### src/rtl/gmfmm_pkg.sv
// shared constants for the group mean filter with min and max
`timescale 1ns / 1ps

package gmfmm_pkg;

    localparam int CFG_W      = 6;
    localparam int APB_ADDR_W = 3;
    localparam int APB_DATA_W = 32;

    localparam logic [CFG_W-1:0] GROUP_SIZE_RESET = CFG_W'(5);

    // register index, taken from paddr above the byte offset
    localparam logic REG_GROUP_SIZE = 1'b0;

endpackage

### src/rtl/gmfmm_ram.sv
// generic single write port, single read port ram with registered read
`timescale 1ns / 1ps

module gmfmm_ram #(
    parameter int WIDTH = 16,
    parameter int DEPTH = 32,
    localparam int ADDR_W = (DEPTH > 1) ? $clog2(DEPTH) : 1
) (
    input  logic              aclk,
    input  logic              we,
    input  logic [ADDR_W-1:0] waddr,
    input  logic [WIDTH-1:0]  wdata,
    input  logic              re,
    input  logic [ADDR_W-1:0] raddr,
    output logic [WIDTH-1:0]  rdata
);

    logic [WIDTH-1:0] mem [DEPTH];
    logic [WIDTH-1:0] rdata_reg;

    always_ff @(posedge aclk) begin
        if (we) begin
            mem[waddr] <= wdata;
        end
        if (re) begin
            rdata_reg <= mem[raddr];
        end
    end

    assign rdata = rdata_reg;

endmodule

### src/rtl/group_mean_filter_min_max_unit.sv
// top level of the group mean filter with min and max
`timescale 1ns / 1ps
// a sample that leaves its group open is taken and gives no result
// a closing sample starts a replay: ST_FIRST_READ primes the buffer read, then ST_CHECK
// steps through the buffered samples via the single ram read port, holding on a selected
// sample while the output is busy, then the summary
// reset clears control, running statistics and output valid, and sets group_size to 5;
// the sample buffer is not cleared

module group_mean_filter_min_max_unit #(
    parameter int MAX_GROUP   = 32,
    parameter int SAMPLE_BITS = 16
) (
    input  logic                                  aclk,
    input  logic                                  aresetn,

    input  logic                                  psel,
    input  logic                                  penable,
    input  logic                                  pwrite,
    input  logic [gmfmm_pkg::APB_ADDR_W-1:0]      paddr,
    input  logic [gmfmm_pkg::APB_DATA_W-1:0]      pwdata,
    output logic [gmfmm_pkg::APB_DATA_W-1:0]      prdata,
    output logic                                  pready,

    input  logic                                  s_valid,
    output logic                                  s_ready,
    input  logic signed [SAMPLE_BITS-1:0]         s_sample,
    input  logic                                  s_final_sample,

    output logic                                  m_valid,
    input  logic                                  m_ready,
    output logic                                  m_is_summary,
    output logic signed [SAMPLE_BITS-1:0]         m_picked_value,
    output logic signed [SAMPLE_BITS-1:0]         m_group_max,
    output logic signed [SAMPLE_BITS-1:0]         m_group_min,
    output logic                                  m_run_end
);

    import gmfmm_pkg::*;

    localparam int CNT_W  = $clog2(MAX_GROUP + 1);
    localparam int AW     = (MAX_GROUP > 1) ? $clog2(MAX_GROUP) : 1;
    localparam int SUM_W  = SAMPLE_BITS + CNT_W;
    localparam int PROD_W = SAMPLE_BITS + CNT_W + 1;
    localparam int EW     = CNT_W + CFG_W;

    typedef enum logic [1:0] {
        ST_COLLECT,
        ST_FIRST_READ,
        ST_CHECK,
        ST_SUMMARY
    } state_t;

    state_t                    state_reg, state_next;
    logic [CFG_W-1:0]          gsize_reg, gsize_next;
    logic [CNT_W-1:0]          fill_reg, fill_next;
    logic [CNT_W-1:0]          idx_reg, idx_next;
    logic signed [SUM_W-1:0]   sum_reg, sum_next;
    logic signed [SAMPLE_BITS-1:0] max_reg, max_next;
    logic signed [SAMPLE_BITS-1:0] min_reg, min_next;

    logic                      m_valid_reg, m_valid_next;
    logic                      summ_reg, summ_next;
    logic signed [SAMPLE_BITS-1:0] pick_reg, pick_next;
    logic signed [SAMPLE_BITS-1:0] omax_reg, omax_next;
    logic signed [SAMPLE_BITS-1:0] omin_reg, omin_next;
    logic                      end_reg, end_next;

    logic                      ram_we;
    logic                      ram_re;
    logic [AW-1:0]             ram_raddr;
    logic signed [SAMPLE_BITS-1:0] ram_rdata;

    logic                      cfg_wr;
    logic [EW-1:0]             gsize_ext;
    logic [EW-1:0]             eff_size;
    logic [CNT_W-1:0]          fill_inc;
    logic [CNT_W-1:0]          idx_inc;
    logic                      closes;
    logic                      out_free;
    logic signed [PROD_W-1:0]  prod;
    logic                      selected;
    logic                      last_entry;

    gmfmm_ram #(
        .WIDTH (SAMPLE_BITS),
        .DEPTH (MAX_GROUP)
    ) u_buf (
        .aclk  (aclk),
        .we    (ram_we),
        .waddr (fill_reg[AW-1:0]),
        .wdata (s_sample),
        .re    (ram_re),
        .raddr (ram_raddr),
        .rdata (ram_rdata)
    );

    // configuration port
    assign pready = 1'b1;
    assign cfg_wr = psel && penable && pwrite && (paddr[2] == REG_GROUP_SIZE);
    assign gsize_next = cfg_wr ? pwdata[CFG_W-1:0] : gsize_reg;
    assign prdata = (paddr[2] == REG_GROUP_SIZE) ? APB_DATA_W'(gsize_reg) : '0;

    // effective group size
    assign gsize_ext = EW'(gsize_reg);
    always_comb begin
        if (gsize_ext == '0) begin
            eff_size = EW'(1);
        end else if (gsize_ext > EW'(MAX_GROUP)) begin
            eff_size = EW'(MAX_GROUP);
        end else begin
            eff_size = gsize_ext;
        end
    end

    assign fill_inc   = fill_reg + CNT_W'(1);
    assign idx_inc    = idx_reg + CNT_W'(1);
    assign closes     = s_final_sample || (EW'(fill_inc) >= eff_size);
    assign out_free   = !m_valid_reg || m_ready;
    assign prod       = PROD_W'(ram_rdata) * $signed({1'b0, fill_reg});
    assign selected   = prod >= PROD_W'(sum_reg);
    assign last_entry = (idx_inc == fill_reg);

    always_comb begin
        state_next   = state_reg;
        fill_next    = fill_reg;
        idx_next     = idx_reg;
        sum_next     = sum_reg;
        max_next     = max_reg;
        min_next     = min_reg;
        m_valid_next = m_valid_reg && !m_ready;
        summ_next    = summ_reg;
        pick_next    = pick_reg;
        omax_next    = omax_reg;
        omin_next    = omin_reg;
        end_next     = end_reg;
        s_ready      = 1'b0;
        ram_we       = 1'b0;
        ram_re       = 1'b0;
        ram_raddr    = idx_reg[AW-1:0];

        unique case (state_reg)
            ST_COLLECT: begin
                s_ready = 1'b1;
                if (s_valid) begin
                    ram_we    = 1'b1;
                    fill_next = fill_inc;
                    sum_next  = sum_reg + SUM_W'(s_sample);
                    if (fill_reg == '0) begin
                        max_next = s_sample;
                        min_next = s_sample;
                    end else begin
                        if (s_sample > max_reg) begin
                            max_next = s_sample;
                        end
                        if (s_sample < min_reg) begin
                            min_next = s_sample;
                        end
                    end
                    if (closes) begin
                        idx_next   = '0;
                        state_next = ST_FIRST_READ;
                    end
                end
            end
            ST_FIRST_READ: begin
                ram_re     = 1'b1;
                state_next = ST_CHECK;
            end
            ST_CHECK: begin
                if (!selected || out_free) begin
                    if (selected) begin
                        m_valid_next = 1'b1;
                        summ_next    = 1'b0;
                        pick_next    = ram_rdata;
                        omax_next    = '0;
                        omin_next    = '0;
                        end_next     = 1'b0;
                    end
                    if (last_entry) begin
                        state_next = ST_SUMMARY;
                    end else begin
                        idx_next  = idx_inc;
                        ram_re    = 1'b1;
                        ram_raddr = idx_inc[AW-1:0];
                    end
                end
            end
            ST_SUMMARY: begin
                if (out_free) begin
                    m_valid_next = 1'b1;
                    summ_next    = 1'b1;
                    pick_next    = '0;
                    omax_next    = max_reg;
                    omin_next    = min_reg;
                    end_next     = 1'b1;
                    fill_next    = '0;
                    sum_next     = '0;
                    max_next     = '0;
                    min_next     = '0;
                    state_next   = ST_COLLECT;
                end
            end
            default: begin
                state_next = ST_COLLECT;
            end
        endcase
    end

    always_ff @(posedge aclk) begin
        if (!aresetn) begin
            state_reg   <= ST_COLLECT;
            gsize_reg   <= GROUP_SIZE_RESET;
            fill_reg    <= '0;
            idx_reg     <= '0;
            sum_reg     <= '0;
            max_reg     <= '0;
            min_reg     <= '0;
            m_valid_reg <= 1'b0;
        end else begin
            state_reg   <= state_next;
            gsize_reg   <= gsize_next;
            fill_reg    <= fill_next;
            idx_reg     <= idx_next;
            sum_reg     <= sum_next;
            max_reg     <= max_next;
            min_reg     <= min_next;
            m_valid_reg <= m_valid_next;
        end
        summ_reg <= summ_next;
        pick_reg <= pick_next;
        omax_reg <= omax_next;
        omin_reg <= omin_next;
        end_reg  <= end_next;
    end

    assign m_valid        = m_valid_reg;
    assign m_is_summary   = summ_reg;
    assign m_picked_value = pick_reg;
    assign m_group_max    = omax_reg;
    assign m_group_min    = omin_reg;
    assign m_run_end      = end_reg;

endmodule
### config.mk
export PLATFORM = sky130hd
export DESIGN_NAME = group_mean_filter_min_max_unit
export DESIGN_NICKNAME = d
export VERILOG_FILES = /design/src/rtl/gmfmm_pkg.sv /design/src/rtl/gmfmm_ram.sv /design/src/rtl/group_mean_filter_min_max_unit.sv
export SDC_FILE = /design/constraint.sdc
export NUM_CORES = 1
export LEC_CHECK = 0
export ABC_AREA = 0
export BUFFER_PORTS_ARGS = -buffer_cell sky130_fd_sc_hd__buf_2
export CORE_AREA = 2 2 251 253
export CTS_CLUSTER_SIZE = 14
export DETAILED_ROUTE_END_ITERATION = 7
export DIE_AREA = 0 0 253 255
export PLACE_DENSITY = 0.72
export SYNTH_ARGS = -nofsm -noshare
export SYNTH_HDL_FRONTEND = slang
export SYNTH_SLANG_ARGS = --single-unit
### constraint.sdc
create_clock -name aclk -period 13.9 [get_ports aclk]
set_clock_uncertainty 0.2 [all_clocks]
set_input_delay 2.085 -clock aclk [delete_from_list [all_inputs] [get_ports aclk]]
set_output_delay 2.085 -clock aclk [all_outputs]
set_load 0.01 [all_outputs]
==> results.md, run 1 <==
* Chip width at between 200 and 300 µm
* DRT antenna net count at 0
* Multi-input gate area at roughly 13000 µm²
* CTS Root Buffer Type: clkbuf_16
* Fin nets at between 3000 and 4000
* Gr ovfl total at 0
* First-pass GRT wire length at 134 mm
* Core ar. at between 60000 and 70000 µm²
* Insertion delay to the later sink of the worst-skew pair at 0.63 ns
* Ys flop type: edfxtp_1
* CP top delay family: compound AO/OA/AOI/OAI gates
* Hold Crit Class: reg2reg
* CTS Hold Bufs at 0
* Final Hold Fails at 0
* Distinct cells, synth at 69
* Post-layout worst setup margin at between 2 and 3 ns
* 1st-iter DRT viols at around 3000
* CP Depth at 33
* Max FFs per register at between 500 and 600
* Routed vias at roughly 25000
* Asr flop ratio synth at 0%
* Cell Pwr Density at ~160 nW/µm²
* I/O pins at around 140
* Pins Over Slew Limit at 0
* PostCTS Resize Cnt at 0
* Sequential share of the synthesized area at a little under three fifths
* Worst Path Class, Setup: reg2reg
* Final hold slack at ~0.27 ns
* Commonest non-fill, non-tap cells in the layout: o22ai_1, edfxtp_1, nor2_1
* TritonCTS Buffers at 68
* Synthesized cell area at 33700 µm²
* Routed vias/inst at between 6 and 7
* Die H at ~260 µm
* Syn avg cell area at roughly 11 µm²
* Post-Route WL at 89.9 mm
* Internal power at about 4.0 mW
* Final min period at about 11 ns
* Clock share of power at 31.1%
* Critical path fanouts, max at 82
* Storage element area at between 15000 and 20000 µm²
* Port bufs at between 80 and 90
* Initial antenna violation count at 3
* EDFF count, synth at between 500 and 600
* Layout cells sized above 1 at between 9 and 10%
* CTS tree: done
* Tot Pwr at 5.95 mW
* Peak Freq at ~91 MHz
* Leading cell type in the layout, fill and taps excluded: o22ai_1
* Core Rows at 92
* P&R area growth vs syn at 9.87%
* DP Cell Count at around 3700
* Sink Count at 652
* Worst vdd rail ir drop at 0.108 mV
* Worst hold stages at 2
* Final setup vio count at 0
* Tot GR Track Use at between 20 and 30%
* Full die area at 64500 µm²
* Flops & latches, synth at between 600 and 700
* Depth of the most critical reg-to-reg path at 33
* Max-Cap Viols at 0
* Leakage power at ~14 nW
* Post-DR wirelength/cell at 23.4 µm
* Relative max-transition margin at roughly 15%
* Worst Tran Pin Value at 1.27 ns
* Post-Syn Instances at 2962
* Critical path endpoint category: register
* Vias in the first global route at 24343
* Worst setup SP type: register
* DP HPWL at roughly 54 mm
* Critical Path Slowest Stage Cell: nand2b_4
* Pre-CTS setup slack at 2.94 ns
* DRC Markers at 0
* RSZ-0062 raised after global routing: no
* Placer Congestion at ~0.84
* Synth area leader: edfxtp_1
* Initial core utilization at 54.2%
* Combinational power share at between 20% and 30%
* Setup TNS at 0 ns
* Required @ worst endpoint at roughly 14 ns
* Status: complete, no violations
* Seq pwr share at approximately two fifths
* CTS H-Tree Depth at 3
* Worst path max stage delay at 0.88 ns
* CP Buf/Inv Count at 5
* Non-filler cells, final at about 3800
* Switch share at about 33%
* Filler cell count at around 4900
* Final Cycle Share at between 70 and 80%
* Post-CTS setup buffers at 0
* Clk slew on worst S/H paths at ~0.060 ns
* NetSw at approximately 1.9 mW
* Crit path arrival time at approximately 11 ns
* Largest cells by area after synthesis: edfxtp_1, o22ai_1, ha_1
* Yosys warns at 0
* Largest net degree at the start of global routing at between 150 and 200
* Drt first pass iters at 6
* Clock buffer depth at 3
* Synth top area share at approximately 50%
power groups by stage:
stage / logic (mW) / clock network [mW] / registers [mW]
after floorplan: 1.20 / 0 / 2.43
after global placement: 1.58 / 0 / 2.46
final: 1.67 / 1.85 / 2.43
after detailed placement: 1.64 / 0 / 2.47
after CTS: 1.65 / 1.87 / 2.43
after global routing: 1.84 / 1.95 / 2.44
worst paths after layout:
path | from | end | slack (ns)
hold / removal | max_reg[11] | max_reg[11] | 0.27
setup / recovery | fill_reg[1] | u_buf.rdata[8] | 2.87
hold reg to reg | max_reg[11] | max_reg[11] | 0.27
setup reg to reg | fill_reg[1] | u_buf.rdata[8] | 2.87
cell usage after synthesis (all sizes together), types with 3 or more instances:
cell       n
nand2b    15
nand4     14
o21ai    122
buf      112
a31oi      3
or3b       3
nand3     65
xnor2     41
or3       10
ha       136
xor2      13
o22ai    589
nor2     263
fa        68
a211o      4
o21bai     5
and3      20
o21a       9
o211ai     8
nor3      36
o2111ai    3
a21o      25
o31ai      5
nor3b      4
inv      149
nand3b     6
and2     114
edfxtp   577
dfxtp     75
a32oi      5
a21boi     5
a21oi     54
mux2i     46
clkbuf   103
nand2    106
a211oi     6
a22oi     17
nor2b     91
or2        6
nor4       4
logic make-up (layout without fill, tap and decap cells):
| group | Yosys count | count (layout) | synth area share [%] |
|---|---|---|---|
| AOI/OAI and AO/OA | 873 | 873 | 16.2 |
| xor gates and xnor gates | 55 | 55 | 1.50 |
| adders and majority gates | 204 | 204 | 9.09 |
| buffers and inverters | 365 | 423 | 4.68 |
| DFF | 652 | 652 | 55.9 |
| muxes | 48 | 48 | 1.47 |
| other | 2 | 29 | 0.0223 |
| and+or+nand+nor | 763 | 763 | 11.2 |
area by class of cell:
class | count | share of cell area (%)
timing repair buffer | 150 | 2.51
antenna | 2 | 0.0135
tap | 799 | 2.70
inverter | 150 | 1.52
clock buffer | 86 | 4.95
multi-input combinational | 1970 | 36.3
sequential | 652 | 50.8
clock inverter | 37 | 1.15
worst reg2reg max path: cells and delay by family, from the launching register on:
family                   cells  cell delay (ns)
XOR/XNOR                     1             0.19
adder cells (fa/ha/maj)      6             2.66
flip-flops                   1             0.57
AND/OR/NAND/NOR              9             3.00
buffers and inverters        5             0.74
AO/OA/AOI/OAI               12             3.53
through the flow:
| step | cell area, µm² | utilization (%) |
|---|---|---|
| finish | 37000 | 59.6 |
| global route | 37000 | 59.6 |
| CTS | 37000 | 59.6 |
| detailed placement | 34800 | 55.9 |
| global placement | 34800 | 55.9 |
| floorplan | 33800 | - |
metal layers:
metal  global-route usage, %  wire length, µm
met3                    4.14             7860
met5                       0                0
met2                    46.0            43500
met1                    34.1            34100
met4                    14.8             4370
No activity file was read; power rests on OpenSTA's default activity.
==> run 2, diff against run 1 <==
--- a/config.mk
+++ b/config.mk
@@ -11,7 +11,7 @@
 export CTS_CLUSTER_SIZE = 14
 export DETAILED_ROUTE_END_ITERATION = 7
 export DIE_AREA = 0 0 253 255
-export PLACE_DENSITY = 0.72
+export PLACE_DENSITY = 0.75
 export SYNTH_ARGS = -nofsm -noshare
 export SYNTH_HDL_FRONTEND = slang
 export SYNTH_SLANG_ARGS = --single-unit
==> constraint.sdc (replaced) <==
create_clock -name aclk -period 9.19 [get_ports aclk]
set_clock_uncertainty 0.2 [all_clocks]
set_input_delay 1.3785 -clock aclk [delete_from_list [all_inputs] [get_ports aclk]]
set_output_delay 1.3785 -clock aclk [all_outputs]
set_load 0.01 [all_outputs]
==> run 2 against run 1 <==
Effect of this change: worst setup slack got worse by 2.5 ns; count of clock-buffer cells in the layout fell by 3; highest routed layer is now met5; sequential power is 50% higher.
==> results.md, run 2 (synthesis gave the netlist of run 1 again) <==
* DP HPWL at 57.0 mm (+4.7%)
* Worst Path Class, Setup: reg2reg
* Leakage power at 14.2 nW (+5.0%)
* Worst path max stage delay at 0.54 ns (-0.34 ns)
* Pre-CTS setup slack at -0.224 ns (-3.16 ns)
* Insertion delay to the later sink of the worst-skew pair at 0.62 ns (about the same)
* Full die area at 64500 µm² (unchanged)
* Final Hold Fails at 0 (unchanged)
* Fin nets at 3367 (+3.4%)
* Status: complete, no violations
* Vias in the first global route at 24890 (+2.2%)
* Initial core utilization at 54.2% (unchanged)
* Peak Freq at 113 MHz (+24%)
* Clock buffer depth at 3 (unchanged)
* DP Cell Count at 3824 (+2.8%)
* Placer Congestion at 0.878 (+4.4%)
* Routed vias/inst at 6.44 (-0.89%)
* Port bufs at 88 (unchanged)
* Tot GR Track Use at 28.0% (+0.69 points)
* Critical path endpoint category: register
* Final Cycle Share at 96.4% (+17 points)
* Required @ worst endpoint at 9.45 ns (-4.72 ns)
* Post-layout worst setup margin at 0.332 ns (-2.54 ns)
* Largest net degree at the start of global routing at 97 (-48%)
* Cell Pwr Density at 240 nW/µm² (+49%)
* Post-DR wirelength/cell at 23.2 µm (-0.66%)
* Sink Count at 652 (unchanged)
* P&R area growth vs syn at 13.6%
* DRC Markers at 0 (unchanged)
* Post-Route WL at 92.1 mm (+2.4%)
* CTS tree: done
* Critical path fanouts, max at 49 (-40%)
* CP top delay family: adder cells
* TritonCTS Buffers at 71 (+4.4%)
* Relative max-transition margin at 25.2% (+10 points)
* Final min period at 8.86 ns (-2.17 ns)
* CTS H-Tree Depth at 3 (unchanged)
* Crit path arrival time at 9.12 ns (-2.17 ns)
* Core ar. at 62200 µm² (unchanged)
* Layout cells sized above 1 at 12.7% (+3.6 points)
* Pins Over Slew Limit at 0 (unchanged)
* Clk slew on worst S/H paths at 0.06 ns (about the same)
* Critical Path Slowest Stage Cell: fa_1
* 1st-iter DRT viols at 3050 (+2.6%)
* I/O pins at 144 (unchanged)
* Commonest non-fill, non-tap cells in the layout: o22ai_1, edfxtp_1, nor2_1
* Tot Pwr at 9.19 mW (+54%)
* CP Buf/Inv Count at 10 (+5)
* Chip width at 253 µm (unchanged)
* Max-Cap Viols at 0 (unchanged)
* Worst vdd rail ir drop at 0.149 mV (+38%)
* Leading cell type in the layout, fill and taps excluded: o22ai_1
* Final hold slack at 0.278 ns (+0.00269 ns)
* Worst Tran Pin Value at 1.12 ns (-0.149 ns)
* Core Rows at 92 (unchanged)
* Worst setup SP type: register
* Drt first pass iters at 5 (-1)
* Max FFs per register at 512 (unchanged)
* Gr ovfl total at 0 (unchanged)
* Routed vias at 25528 (+2.2%)
* CTS Root Buffer Type: clkbuf_16
* Final setup vio count at 0 (unchanged)
* Setup TNS at 0 ns (unchanged)
* DRT antenna net count at 0 (unchanged)
* Initial antenna violation count at 4 (+1)
* Non-filler cells, final at 3965 (+3.1%)
* Die H at 255 µm (unchanged)
* Hold Crit Class: reg2reg
* CTS Hold Bufs at 0 (unchanged)
* First-pass GRT wire length at 138 mm (+2.3%)
run 2: path summary, 6_finish.rpt:
check	start	end	slack, ns	depth (start not counted)
setup / recovery	u_buf.rdata[4]	u_buf.rdata[0]	0.33	38
hold reg to reg	max_reg[11]	max_reg[11]	0.28	2
hold / removal	max_reg[11]	max_reg[11]	0.28	2
setup reg to reg	u_buf.rdata[4]	u_buf.rdata[0]	0.33	38
run 2: power breakdown:
part           total [mW]  leakage [nW]  internal, mW  switching [mW]
sequential           3.65          5.83          3.49           0.159
combinational        2.81          7.25          1.13            1.67
clock                2.73          1.10          1.54            1.19
total                9.19          14.2          6.16            3.03
run 2: stage by stage:
step                      area [µm²]  utilization (%)
after floorplan                33800                -
after global placement         35900             57.8
after detailed placement       35900             57.8
after CTS                      38200             61.4
after global routing           38300             61.6
final                          38300             61.6
run 2: worst min-delay path, stage by stage (launching register included):
cell,delay (ns)
dfxtp_1,0.32
nand2_1,0.06
mux2i_1,0.05
run 2: cell type report:
cell class,count,area (µm²)
diodes,3,7.51
flip-flops and latches,652,18800
well taps,799,1000
repair buffers,259,2150
fillers,4589,23900
inverters,150,563
multi-input cells,1970,13500
clock buffers,83,1880
clock inverters,49,355
run 2: metal layers:
metal	up-vias	GRT usage, %	wire [µm]
li1	11467	-	-
met5	-	0	13
met3	278	5.46	9170
met2	1405	47.0	44900
met4	2	14.0	4100
met1	12376	34.8	33900
run 2: repair_timing:
item,4_1_cts,5_1_grt
buffers inserted,0,6
resized for setup,2,12
pin swaps,0,10
endpoints found under the setup margin,1,16
gates cloned,0,0
